[src/rtl/fmsx_pkg.sv]
// Shared types, codes and constants for the FM voice-bank unpacker.
// Used by every module of the block; depends on nothing.

package fmsx_pkg;

  // Message framing bytes and header values.
  localparam logic [7:0] SYX_START = 8'hF0;
  localparam logic [7:0] SYX_END   = 8'hF7;
  localparam logic [7:0] MFR_ID    = 8'h43;
  localparam logic [6:0] FMT_VOICE = 7'd0;
  localparam logic [6:0] FMT_BANK  = 7'd9;

  // Payload sizes of the two formats.
  localparam logic [12:0] VOICE_BYTES = 13'd155;
  localparam logic [12:0] BANK_BYTES  = 13'd4096;

  // Header bytes after the start byte, and the header position of the format byte.
  localparam logic [2:0] HDR_LEN     = 3'd5;
  localparam logic [2:0] HDR_FMT_POS = 3'd2;

  // Result kinds.
  localparam logic [1:0] KIND_PARAM   = 2'd0;
  localparam logic [1:0] KIND_ACCEPT  = 2'd1;
  localparam logic [1:0] KIND_REJECT  = 2'd2;
  localparam logic [1:0] KIND_NO_BANK = 2'd3;

  // Parser phases.
  localparam logic [2:0] PH_HUNT   = 3'd0;
  localparam logic [2:0] PH_HEADER = 3'd1;
  localparam logic [2:0] PH_DATA   = 3'd2;
  localparam logic [2:0] PH_SKIP   = 3'd3;
  localparam logic [2:0] PH_DONE   = 3'd4;

  // Most results that one input byte can cause.
  localparam int MAX_RESULTS = 3;

  // Voice counts reported on acceptance.
  localparam logic [5:0] COUNT_VOICE = 6'd1;
  localparam logic [5:0] COUNT_BANK  = 6'd32;

  // Legal maxima of the 21 per-operator parameters.
  localparam logic [6:0] OP_LIMIT [21] = '{
    7'd99, 7'd99, 7'd99, 7'd99, 7'd99, 7'd99, 7'd99, 7'd99, 7'd99, 7'd99, 7'd99,
    7'd3, 7'd3, 7'd7, 7'd3, 7'd7, 7'd99, 7'd1, 7'd31, 7'd99, 7'd14
  };

  // One result item.
  typedef struct packed {
    logic [1:0] kind;
    logic [4:0] voice_index;
    logic [7:0] param_index;
    logic [6:0] param_value;
    logic [5:0] voice_count;
    logic [6:0] checksum;
  } result_t;

  // Parser state carried from byte to byte.
  typedef struct packed {
    logic [2:0]  phase;
    logic [2:0]  header_position;
    logic [12:0] data_count;
    logic        is_bank_format;
    logic [6:0]  byte_sum;
    logic [3:0]  held_detune;
    logic        bank_found;
  } state_t;

  // One unpacked parameter before clamping.
  typedef struct packed {
    logic       vld;
    logic [7:0] idx;
    logic [6:0] raw;
  } pslot_t;

  // Legal maximum of a voice parameter.
  function automatic logic [6:0] limit_of(input logic [7:0] idx);
    logic [6:0] lim;
    logic [7:0] fld;
    lim = 7'd127;
    fld = 8'd0;
    if (idx < 8'd126) begin
      for (int k = 0; k < 6; k++) begin
        if (idx >= 8'(k * 21) && idx < 8'(k * 21 + 21)) begin
          fld = idx - 8'(k * 21);
        end
      end
      lim = OP_LIMIT[fld[4:0]];
    end else if (idx < 8'd134) begin
      lim = 7'd99;
    end else begin
      unique case (idx)
        8'd134:                         lim = 7'd31;
        8'd135:                         lim = 7'd7;
        8'd136:                         lim = 7'd1;
        8'd137, 8'd138, 8'd139, 8'd140: lim = 7'd99;
        8'd141:                         lim = 7'd1;
        8'd142, 8'd143:                 lim = 7'd7;
        8'd144:                         lim = 7'd48;
        default:                        lim = 7'd127;
      endcase
    end
    return lim;
  endfunction

endpackage

[src/rtl/fmsx_if.sv]
// Valid/ready channel interfaces for the input bytes and the result items.
// Depends on nothing.

interface fmsx_in_if;
  logic       valid;
  logic       ready;
  logic [7:0] data_byte;
  logic       end_of_file;

  modport source (output valid, output data_byte, output end_of_file, input ready);
  modport sink   (input valid, input data_byte, input end_of_file, output ready);
endinterface

interface fmsx_out_if;
  logic       valid;
  logic       ready;
  logic [1:0] kind;
  logic [4:0] voice_index;
  logic [7:0] param_index;
  logic [6:0] param_value;
  logic [5:0] voice_count;
  logic [6:0] checksum;
  logic       run_last;

  modport source (output valid, output kind, output voice_index, output param_index,
                  output param_value, output voice_count, output checksum,
                  output run_last, input ready);
  modport sink   (input valid, input kind, input voice_index, input param_index,
                  input param_value, input voice_count, input checksum,
                  input run_last, output ready);
endinterface

[src/rtl/fmsx_unpack.sv]
// Maps one data byte at its payload position to up to three raw voice parameters.
// Depends on fmsx_pkg.

module fmsx_unpack (
  input  logic                 is_bank,
  input  logic [7:0]           data_pos,
  input  logic [7:0]           data_byte,
  input  logic [3:0]           held_detune,
  output fmsx_pkg::pslot_t [2:0] slot,
  output logic                 held_we,
  output logic [3:0]           held_val
);

  logic [6:0] off;
  logic [2:0] op;
  logic [4:0] j;
  logic [7:0] base;
  logic [7:0] b;

  assign b        = data_byte;
  assign off      = data_pos[6:0];
  assign held_val = b[6:3];

  // Operator number and byte within the 17-byte operator record.
  always_comb begin
    op = 3'd0;
    for (int k = 1; k < 6; k++) begin
      if (off >= 7'(k * 17)) begin
        op = 3'(k);
      end
    end
  end

  assign j    = 5'(off - 7'(op) * 7'd17);
  assign base = 8'(op) * 8'd21;

  // Field split of the packed layout.
  always_comb begin
    slot    = '0;
    held_we = 1'b0;
    if (!is_bank) begin
      slot[0] = '{vld: 1'b1, idx: data_pos, raw: b[6:0]};
    end else if (off < 7'd102) begin
      case (j)
        5'd11: begin
          slot[0] = '{vld: 1'b1, idx: base + 8'd11, raw: 7'(b[1:0])};
          slot[1] = '{vld: 1'b1, idx: base + 8'd12, raw: 7'(b[3:2])};
        end
        5'd12: begin
          held_we = 1'b1;
          slot[0] = '{vld: 1'b1, idx: base + 8'd13, raw: 7'(b[2:0])};
        end
        5'd13: begin
          slot[0] = '{vld: 1'b1, idx: base + 8'd14, raw: 7'(b[1:0])};
          slot[1] = '{vld: 1'b1, idx: base + 8'd15, raw: 7'(b[4:2])};
        end
        5'd14: begin
          slot[0] = '{vld: 1'b1, idx: base + 8'd16, raw: b[6:0]};
        end
        5'd15: begin
          slot[0] = '{vld: 1'b1, idx: base + 8'd17, raw: 7'(b[0])};
          slot[1] = '{vld: 1'b1, idx: base + 8'd18, raw: 7'(b[5:1])};
        end
        5'd16: begin
          // Fine frequency, then the detune held from the earlier byte.
          slot[0] = '{vld: 1'b1, idx: base + 8'd19, raw: b[6:0]};
          slot[1] = '{vld: 1'b1, idx: base + 8'd20, raw: 7'(held_detune)};
        end
        default: begin
          slot[0] = '{vld: 1'b1, idx: base + 8'(j), raw: b[6:0]};
        end
      endcase
    end else if (off < 7'd110) begin
      slot[0] = '{vld: 1'b1, idx: 8'(off) + 8'd24, raw: b[6:0]};
    end else if (off == 7'd110) begin
      slot[0] = '{vld: 1'b1, idx: 8'd134, raw: 7'(b[4:0])};
    end else if (off == 7'd111) begin
      slot[0] = '{vld: 1'b1, idx: 8'd135, raw: 7'(b[2:0])};
      slot[1] = '{vld: 1'b1, idx: 8'd136, raw: 7'(b[3])};
    end else if (off < 7'd116) begin
      slot[0] = '{vld: 1'b1, idx: 8'(off) + 8'd25, raw: b[6:0]};
    end else if (off == 7'd116) begin
      slot[0] = '{vld: 1'b1, idx: 8'd141, raw: 7'(b[0])};
      slot[1] = '{vld: 1'b1, idx: 8'd142, raw: 7'(b[3:1])};
      slot[2] = '{vld: 1'b1, idx: 8'd143, raw: 7'(b[6:4])};
    end else if (off == 7'd117) begin
      slot[0] = '{vld: 1'b1, idx: 8'd144, raw: b[6:0]};
    end else begin
      slot[0] = '{vld: 1'b1, idx: 8'(off) + 8'd27, raw: b[6:0]};
    end
  end

endmodule

[src/rtl/fmsx_step.sv]
// Next-state and result logic of the parser for one input byte.
// Depends on fmsx_pkg and fmsx_unpack.

module fmsx_step (
  input  fmsx_pkg::state_t         st,
  input  logic [7:0]               data_byte,
  input  logic                     end_of_file,
  output fmsx_pkg::state_t         st_nxt,
  output fmsx_pkg::result_t [2:0]  res,
  output logic [1:0]               res_count
);

  fmsx_pkg::pslot_t [2:0] slot;
  logic                   held_we;
  logic [3:0]             held_val;
  logic                   below_need;
  logic                   at_most_need;
  logic                   full_msg;
  logic [6:0]             csum;
  logic [6:0]             fmt;
  logic [2:0]             hdr_inc;
  fmsx_pkg::result_t      pres;

  fmsx_unpack u_unpack (
    .is_bank     (st.is_bank_format),
    .data_pos    (st.data_count[7:0]),
    .data_byte   (data_byte),
    .held_detune (st.held_detune),
    .slot        (slot),
    .held_we     (held_we),
    .held_val    (held_val)
  );

  // Length checks against the payload size of the current format.
  always_comb begin
    if (st.is_bank_format) begin
      below_need   = st.data_count < fmsx_pkg::BANK_BYTES;
      at_most_need = st.data_count <= fmsx_pkg::BANK_BYTES;
    end else begin
      below_need   = st.data_count < fmsx_pkg::VOICE_BYTES;
      at_most_need = st.data_count <= fmsx_pkg::VOICE_BYTES;
    end
  end

  assign full_msg = !at_most_need;
  assign csum     = 7'd0 - st.byte_sum;
  assign fmt      = data_byte[6:0];
  assign hdr_inc  = st.header_position + 3'd1;

  // Parser transition and result list.
  always_comb begin
    st_nxt    = st;
    res       = '0;
    res_count = 2'd0;
    pres      = '0;
    unique case (st.phase)
      fmsx_pkg::PH_HUNT: begin
        if (data_byte == fmsx_pkg::SYX_START) begin
          st_nxt.phase           = fmsx_pkg::PH_HEADER;
          st_nxt.header_position = 3'd0;
        end
      end
      fmsx_pkg::PH_HEADER: begin
        if (data_byte == fmsx_pkg::SYX_END) begin
          st_nxt.phase = fmsx_pkg::PH_HUNT;
        end else if (st.header_position == 3'd0 && data_byte != fmsx_pkg::MFR_ID) begin
          st_nxt.phase = fmsx_pkg::PH_SKIP;
        end else if (st.header_position == fmsx_pkg::HDR_FMT_POS &&
                     fmt != fmsx_pkg::FMT_VOICE && fmt != fmsx_pkg::FMT_BANK) begin
          st_nxt.phase = fmsx_pkg::PH_SKIP;
        end else begin
          if (st.header_position == fmsx_pkg::HDR_FMT_POS) begin
            st_nxt.is_bank_format = (fmt == fmsx_pkg::FMT_BANK);
          end
          st_nxt.header_position = hdr_inc;
          if (hdr_inc >= fmsx_pkg::HDR_LEN) begin
            st_nxt.phase           = fmsx_pkg::PH_DATA;
            st_nxt.header_position = 3'd0;
            st_nxt.data_count      = 13'd0;
            st_nxt.byte_sum        = 7'd0;
            st_nxt.held_detune     = 4'd0;
          end
        end
      end
      fmsx_pkg::PH_DATA: begin
        if (data_byte == fmsx_pkg::SYX_END) begin
          if (full_msg) begin
            res[0].kind        = fmsx_pkg::KIND_ACCEPT;
            res[0].voice_count = st.is_bank_format ? fmsx_pkg::COUNT_BANK
                                                   : fmsx_pkg::COUNT_VOICE;
            res[0].checksum    = csum;
            st_nxt.bank_found  = 1'b1;
            st_nxt.phase       = fmsx_pkg::PH_DONE;
          end else begin
            res[0].kind     = fmsx_pkg::KIND_REJECT;
            res[0].checksum = csum;
            st_nxt.phase    = fmsx_pkg::PH_HUNT;
          end
          res_count = 2'd1;
        end else begin
          if (below_need) begin
            st_nxt.byte_sum = st.byte_sum + data_byte[6:0];
            if (!end_of_file) begin
              if (held_we) begin
                st_nxt.held_detune = held_val;
              end
              // Slots are filled from the bottom, so the count indexes the next free entry.
              for (int k = 0; k < fmsx_pkg::MAX_RESULTS; k++) begin
                if (slot[k].vld) begin
                  pres.kind        = fmsx_pkg::KIND_PARAM;
                  pres.voice_index = st.is_bank_format ? st.data_count[11:7] : 5'd0;
                  pres.param_index = slot[k].idx;
                  pres.param_value = (slot[k].raw > fmsx_pkg::limit_of(slot[k].idx)) ?
                                     fmsx_pkg::limit_of(slot[k].idx) : slot[k].raw;
                  pres.voice_count = 6'd0;
                  pres.checksum    = 7'd0;
                  res[res_count]   = pres;
                  res_count        = res_count + 2'd1;
                end
              end
            end
          end
          if (at_most_need) begin
            st_nxt.data_count = st.data_count + 13'd1;
          end
        end
      end
      fmsx_pkg::PH_SKIP: begin
        if (data_byte == fmsx_pkg::SYX_END) begin
          st_nxt.phase = fmsx_pkg::PH_HUNT;
        end
      end
      default: begin
      end
    endcase

    // End of file: report a file without a bank, then start over.
    if (end_of_file) begin
      if (!st_nxt.bank_found) begin
        pres           = '0;
        pres.kind      = fmsx_pkg::KIND_NO_BANK;
        res[res_count] = pres;
        res_count      = res_count + 2'd1;
      end
      st_nxt       = '0;
      st_nxt.phase = fmsx_pkg::PH_HUNT;
    end
  end

endmodule

[src/rtl/fmsx_obuf.sv]
// Result register: holds one byte's results, handed out one per cycle while out_chan is ready.
// Depends on fmsx_pkg and the fmsx_out_if interface.

module fmsx_obuf (
  input  logic                    clk,
  input  logic                    rst_n,
  input  logic                    load,
  input  fmsx_pkg::result_t [2:0] res,
  input  logic [1:0]              res_count,
  output logic                    can_load,
  fmsx_out_if.source              out_chan
);

  fmsx_pkg::result_t [2:0] slot_r;
  logic [1:0]              remain_r;
  logic                    pop;

  assign pop      = out_chan.valid && out_chan.ready;
  assign can_load = (remain_r == 2'd0) || (remain_r == 2'd1 && out_chan.ready);

  // Count of results still to deliver.
  always_ff @(posedge clk) begin
    if (!rst_n) begin
      remain_r <= 2'd0;
    end else if (load) begin
      remain_r <= res_count;
    end else if (pop) begin
      remain_r <= remain_r - 2'd1;
    end
  end

  // Result slots; the head moves down as results leave.
  always_ff @(posedge clk) begin
    if (load) begin
      slot_r <= res;
    end else if (pop) begin
      slot_r[0] <= slot_r[1];
      slot_r[1] <= slot_r[2];
    end
  end

  // Drive the result channel from the head slot.
  assign out_chan.valid       = remain_r != 2'd0;
  assign out_chan.kind        = slot_r[0].kind;
  assign out_chan.voice_index = slot_r[0].voice_index;
  assign out_chan.param_index = slot_r[0].param_index;
  assign out_chan.param_value = slot_r[0].param_value;
  assign out_chan.voice_count = slot_r[0].voice_count;
  assign out_chan.checksum    = slot_r[0].checksum;
  assign out_chan.run_last    = remain_r == 2'd1;

endmodule

[src/rtl/fm_sysex_voice_unpacker_unit.sv]
// Top level of the FM voice-bank unpacker: parser state, step logic, result register.
// Depends on fmsx_pkg, fmsx_if, fmsx_step and fmsx_obuf.
//
//   channel   | role   | request carries
//   ----------+--------+--------------------------------------------------------
//   in_chan   | sink   | data_byte, end_of_file
//   out_chan  | source | kind, voice_index, param_index, param_value,
//             |        | voice_count, checksum, run_last
//
// A byte is decoded in the cycle it is taken, and its results appear from the
// result register in the next cycle, one per cycle while the result channel is
// ready. A byte that yields zero or one result leaves the input ready every
// cycle; one that yields two or three holds the input while the result register
// drains. Reset is synchronous and active low; it clears the parser state and
// empties the result register. A stalled result channel stalls the input as
// soon as the result register holds any result.

module fm_sysex_voice_unpacker_unit (
  input  logic       clk,
  input  logic       rst_n,
  fmsx_in_if.sink    in_chan,
  fmsx_out_if.source out_chan
);

  fmsx_pkg::state_t        state_r;
  fmsx_pkg::state_t        state_nxt;
  fmsx_pkg::result_t [2:0] res;
  logic [1:0]              res_count;
  logic                    can_load;
  logic                    accept;

  assign in_chan.ready = can_load;
  assign accept        = in_chan.valid && can_load;

  fmsx_step u_step (
    .st          (state_r),
    .data_byte   (in_chan.data_byte),
    .end_of_file (in_chan.end_of_file),
    .st_nxt      (state_nxt),
    .res         (res),
    .res_count   (res_count)
  );

  // Parser state advances on every accepted byte.
  always_ff @(posedge clk) begin
    if (!rst_n) begin
      state_r <= '{phase: fmsx_pkg::PH_HUNT, default: '0};
    end else if (accept) begin
      state_r <= state_nxt;
    end
  end

  fmsx_obuf u_obuf (
    .clk       (clk),
    .rst_n     (rst_n),
    .load      (accept),
    .res       (res),
    .res_count (res_count),
    .can_load  (can_load),
    .out_chan  (out_chan)
  );

endmodule
[src/flat_wrapper.sv]
// flat-port wrapper written by rule: the top's interface ports become plain ports
module fm_sysex_voice_unpacker_unit_flat 
  (clk, rst_n, in_chan_valid, in_chan_data_byte, in_chan_end_of_file, in_chan_ready, out_chan_valid, out_chan_kind, out_chan_voice_index, out_chan_param_index, out_chan_param_value, out_chan_voice_count, out_chan_checksum, out_chan_run_last, out_chan_ready);
  fmsx_in_if in_chan_i ();
  fmsx_out_if out_chan_i ();
  input  logic clk;
  input  logic rst_n;
  input wire logic [$bits(in_chan_i.valid)-1:0] in_chan_valid;
  input wire logic [$bits(in_chan_i.data_byte)-1:0] in_chan_data_byte;
  input wire logic [$bits(in_chan_i.end_of_file)-1:0] in_chan_end_of_file;
  output wire logic [$bits(in_chan_i.ready)-1:0] in_chan_ready;
  output wire logic [$bits(out_chan_i.valid)-1:0] out_chan_valid;
  output wire logic [$bits(out_chan_i.kind)-1:0] out_chan_kind;
  output wire logic [$bits(out_chan_i.voice_index)-1:0] out_chan_voice_index;
  output wire logic [$bits(out_chan_i.param_index)-1:0] out_chan_param_index;
  output wire logic [$bits(out_chan_i.param_value)-1:0] out_chan_param_value;
  output wire logic [$bits(out_chan_i.voice_count)-1:0] out_chan_voice_count;
  output wire logic [$bits(out_chan_i.checksum)-1:0] out_chan_checksum;
  output wire logic [$bits(out_chan_i.run_last)-1:0] out_chan_run_last;
  input wire logic [$bits(out_chan_i.ready)-1:0] out_chan_ready;
  assign in_chan_i.valid = in_chan_valid;
  assign in_chan_i.data_byte = in_chan_data_byte;
  assign in_chan_i.end_of_file = in_chan_end_of_file;
  assign in_chan_ready = in_chan_i.ready;
  assign out_chan_valid = out_chan_i.valid;
  assign out_chan_kind = out_chan_i.kind;
  assign out_chan_voice_index = out_chan_i.voice_index;
  assign out_chan_param_index = out_chan_i.param_index;
  assign out_chan_param_value = out_chan_i.param_value;
  assign out_chan_voice_count = out_chan_i.voice_count;
  assign out_chan_checksum = out_chan_i.checksum;
  assign out_chan_run_last = out_chan_i.run_last;
  assign out_chan_i.ready = out_chan_ready;
  fm_sysex_voice_unpacker_unit u_core (.clk(clk), .rst_n(rst_n), .in_chan(in_chan_i), .out_chan(out_chan_i));
endmodule
[config.mk]
export PLATFORM = sky130hd
export DESIGN_NAME = fm_sysex_voice_unpacker_unit_flat
export DESIGN_NICKNAME = d
export VERILOG_FILES = /design/src/rtl/fmsx_pkg.sv /design/src/rtl/fmsx_if.sv /design/src/rtl/fmsx_unpack.sv /design/src/rtl/fmsx_step.sv /design/src/rtl/fmsx_obuf.sv /design/src/rtl/fm_sysex_voice_unpacker_unit.sv /design/src/flat_wrapper.sv
export SDC_FILE = /design/constraint.sdc
export NUM_CORES = 1
export LEC_CHECK = 0
export BUFFER_PORTS_ARGS = -buffer_cell sky130_fd_sc_hd__buf_4
export CELL_PAD_IN_SITES_DETAIL_PLACEMENT = 0
export CELL_PAD_IN_SITES_GLOBAL_PLACEMENT = 1
export CORE_UTILIZATION = 30
export DETAILED_ROUTE_END_ITERATION = 8
export PLACE_DENSITY_LB_ADDON = 0.1
export SLEW_MARGIN = 20
export SYNTH_ARGS = -nofsm -noshare
export SYNTH_HDL_FRONTEND = slang
export SYNTH_HIERARCHICAL = 1
export SYNTH_SLANG_ARGS = --single-unit
[constraint.sdc]
create_clock -name clk -period 12 [get_ports clk]
set_input_delay 0 -clock clk [delete_from_list [all_inputs] [get_ports clk]]
set_output_delay 0 -clock clk [all_outputs]
set_load 0.01 [all_outputs]
==> summary.md <==
| Metric | Value |
|---|---|
| Run status | `completed` |
| Register area | `3830 um2` |
| Area grow syn2layout | `6.43%` |
| Most used cell, CP | `a21oi_1` |
| Number of synthesized flops with an enable pin | `105` |
| Post-DP HPWL | `38.5 mm` |
| GRT Overall Usage | `0.197` |
| Pin count of the biggest net entering global routing | `67` |
| Worst slew pin tran | `1.05 ns` |
| Std-Cell Rows | `83` |
| Max-cap violations | `0` |
| Root Buffer Master | `clkbuf_16` |
| Clk_skew | `0.0124 ns` |
| Hold Violations, Final | `0` |
| Die Y | `231 um` |
| Initial antenna violation count | `0` |
| Later-pin clock latency in the skew report | `0.47 ns` |
| Main combinational cell family by area after synthesis | `compound AO/OA/AOI/OAI gates` |
| Mapped Area | `15800 um2` |
| Switching Power | `0.426 mW` |
| DRT Pass-1 Iters | `6` |
| # Post-CTS Setup Buffers | `0` |
| Final Wtd Congestion | `0.876` |
| Clk sinks | `139` |
| Mapped Cells | `1839` |
| Cell variety after synth | `115` |
| CP max stage cell | `dfxtp_1` |
| Worst slack, placed | `1.17 ns` |
| Vias in the first global route | `13400` |
| Area of the core | `51600 um2` |
| Critical Path Fanout Max | `15` |
| Full die area | `53500 um2` |
| Clock transition at path regs | `0.06 ns` |
| Synthesized area per cell | `8.57 um2` |
| TritonCTS buffer count | `17` |
| Via count | `13800` |
| Antenna viol nets, final | `0` |
| H-tree Lvls | `4` |
| Gr ovfl total | `0` |
| Synth area leader | `edfxtp_1` |
| Final setup margin | `0.981 ns` |
| Post-route setup TNS | `0 ns` |
| Die width | `231 um` |
| RSZ-0062 raised after global routing | `no` |
| Drt first-iter violations | `1050` |
| First-pass GRT wire length | `81.4 mm` |
| Starting Density | `0.305` |
| Reg power frac | `0.422` |
| Final period util | `0.918` |
| Max transition margin | `0.299` |
| Count leader, synth | `nor2_1` |
| Final setup vio count | `0` |
| Clock power share | `0.389` |
| Peak VDD IR | `0.0000881 V` |
| WHS Path Cells | `5` |
| Worst path max stage delay | `0.73 ns` |
| #FFs+latches synth | `139` |
| Post-synth top area share | `0.200` |
| Worst EP required | `12.21 ns` |
| Post-synthesis sequential area ratio | `0.243` |
| Synth Area in Compound Gates | `0.246` |
| Post-synthesis xor/xnor area fraction | `0.0272` |
| Drt drc | `0` |
| Count of pins over their slew limit | `0` |
| Crit. End Element | `flip-flop` |
| Crit path time final | `11.02 ns` |
| Critical Path Start Type | `flip-flop` |
| CP arrival | `11.23 ns` |
| Syn. warnings | `6` |
| P_int | `1.03 mW` |
| Multi-input gate area | `10400 um2` |
| Pwr Density | `86.9 nW/um2` |
| Detail-routed via count per cell | `5.52` |
| Mux contribution to synthesized area | `0.0739` |
| Logic pwr share | `0.190` |
| Max frequency | `0.0907 GHz` |
| Ant diodes | `0` |
| Pwr Total | `1.46 mW` |
| Layout fillers | `5461` |
| Reg2reg end | `u_core/u_obuf/out_chan.param_value[2]$_DFFE_PP_` |
| TritonCTS clock tree | `built` |
| Share of cells above drive strength 1 | `0.161` |
| Fraction of registers with async set/reset | `0` |
| # IOs | `51` |
| Deepest clock path buffer count | `2` |
| R2R cell count | `48` |
| Nets | `1937` |
| Wire length per cell | `20.9 um` |
| Adder-Cell Fraction of Synth Area | `0.0971` |
| Top cells by area, synth | `edfxtp_1 (20%), ha_1 (9.2%), mux2_4 (6.5%)` |
| Worst flop-to-flop path startpoint | `u_core/state_r[13]$_SDFFE_PN0P_` |
| Crit path from | `u_core/state_r[13]$_SDFFE_PN0P_` |
| Simple-Gate Fraction of Synth Area | `0.206` |
| Leak | `6.44 nW` |
| Critical path class | `flip-flop to flip-flop` |
| PortBufs | `50` |
| Crit path capture | `u_core/u_obuf/out_chan.param_value[2]$_DFFE_PP_` |
| Sw frac | `0.293` |
| Total Wirelength | `52.1 mm` |
| Reg2reg setup slack | `0.98 ns` |
| Worst Hold Class | `input pin to flip-flop` |
| Top_reg_cell synth | `edfxtp_1` |
| Synth top cells by count | `nor2_1 (156), nand2_1 (138), a21oi_1 (125)` |
[worst max-delay path: cells and delay by family, from the launching register on]
kind | cells | cell delay, ns
adder cells (fa/ha/maj) | 5 | 1.66
buffers and inverters | 2 | 0.19
XOR/XNOR | 1 | 0.18
flip-flops | 1 | 0.73
multiplexers | 3 | 0.68
AO/OA/AOI/OAI | 21 | 3.85
AND/OR/NAND/NOR | 16 | 3.46
[placed cells by master (no fill, tap or decap), types with 40 or more instances in the layout]
cell / synthesis / final
o21ai_0: 75 / 75
mux2_4: 68 / 68
inv_1: 78 / 78
a21oi_1: 125 / 124
nand4_1: 43 / 43
nor2_1: 156 / 156
nand2_1: 138 / 138
edfxtp_1: 105 / 105
buf_4: 87 / 96
ha_1: 116 / 116
nand3_1: 47 / 47
conb_1: 3 / 40
[worst min-delay path by stage]
| stage | end | from | slack (ns) |
|---|---|---|---|
| final | u_core/state_r[12]$_SDFFE_PN0P_ | in_chan_data_byte[3] | 0.06 |
| after global routing | u_core/state_r[12]$_SDFFE_PN0P_ | in_chan_data_byte[3] | 0.06 |
| after CTS | u_core/state_r[12]$_SDFFE_PN0P_ | in_chan_data_byte[3] | 0.03 |
| after detailed placement | out_chan_voice_index[2] | u_core/u_obuf/out_chan.voice_index[2]$_DFFE_PP_ | 0.41 |
| after global placement | out_chan_voice_count[2] | u_core/u_obuf/out_chan.voice_count[2]$_DFFE_PP_ | 0.41 |
| after floorplan | in_chan_ready | out_chan_ready | 0.13 |
[layer usage]
layer,global-route usage,part of all wire,vias to the layer above
met2,0.317,0.47,342
met4,0.0497,0.013,0
met1,0.273,0.48,6693
li1,-,-,6696
met5,0,0,-
met3,0.0290,0.040,41
[what timing repair did]
action,in CTS,in global routing
endpoints found under the setup margin,0,0
hold endpoints to repair,3,0
hold buffers,2,0
gates resized for setup,0,0
[area by class of cell]
| type | instances | share of cell area |
|---|---|---|
| clock buffers | 17 | 0.0254 |
| clock inverters | 15 | 0.0116 |
| inverters | 83 | 0.0186 |
| multi-input cells | 1465 | 0.621 |
| flip-flops and latches | 139 | 0.228 |
| well taps | 680 | 0.0507 |
| repair buffers | 98 | 0.0441 |
[power groups by stage]
stage          registers (mW)  clock network, mW  logic [mW]
2_1_floorplan           0.614                  0       0.241
3_3_place_gp            0.625                  0       0.276
3_5_place_dp            0.625                  0       0.275
4_1_cts                 0.616              0.588       0.276
5_1_grt                 0.620              0.608       0.300
6_report                0.614              0.567       0.276
[metrics by stage]
| stage | instance area (um2) | util | std cells | hold slack, ns |
|---|---|---|---|---|
| detailed placement | 16100 | 0.313 | 2463 | 0.409 |
| global route | 16800 | 0.325 | 2497 | 0.0640 |
| floorplan | 15900 | - | 1876 | 0.132 |
| CTS | 16800 | 0.325 | 2497 | 0.0258 |
| global placement | 16100 | 0.313 | 2463 | 0.407 |
| finish | 16800 | 0.325 | 2497 | 0.0570 |
[sequential cells by signal, summed over array words and instances (netlist names)]
signal	cells
u_core/u_obuf/out_chan.param_index	8
u_core/u_obuf/out_chan.kind	2
u_core/u_obuf/out_chan.param_value	7
u_core/state_r	32
u_core/u_obuf/out_chan.voice_count	6
u_core/u_obuf/remain_r	2
u_core/u_obuf/out_chan.voice_index	5
u_core/u_obuf/out_chan.checksum	7
u_core/u_obuf/slot_r	70
[logic make-up after synthesis]
logic type	count (synthesis)
compound gates	545
xor+xnor	49
fa+ha+maj	120
buf+inv	272
flops	139
mux	82
other cells	3
simple gates	629
Power figures use the tool's default switching activity.
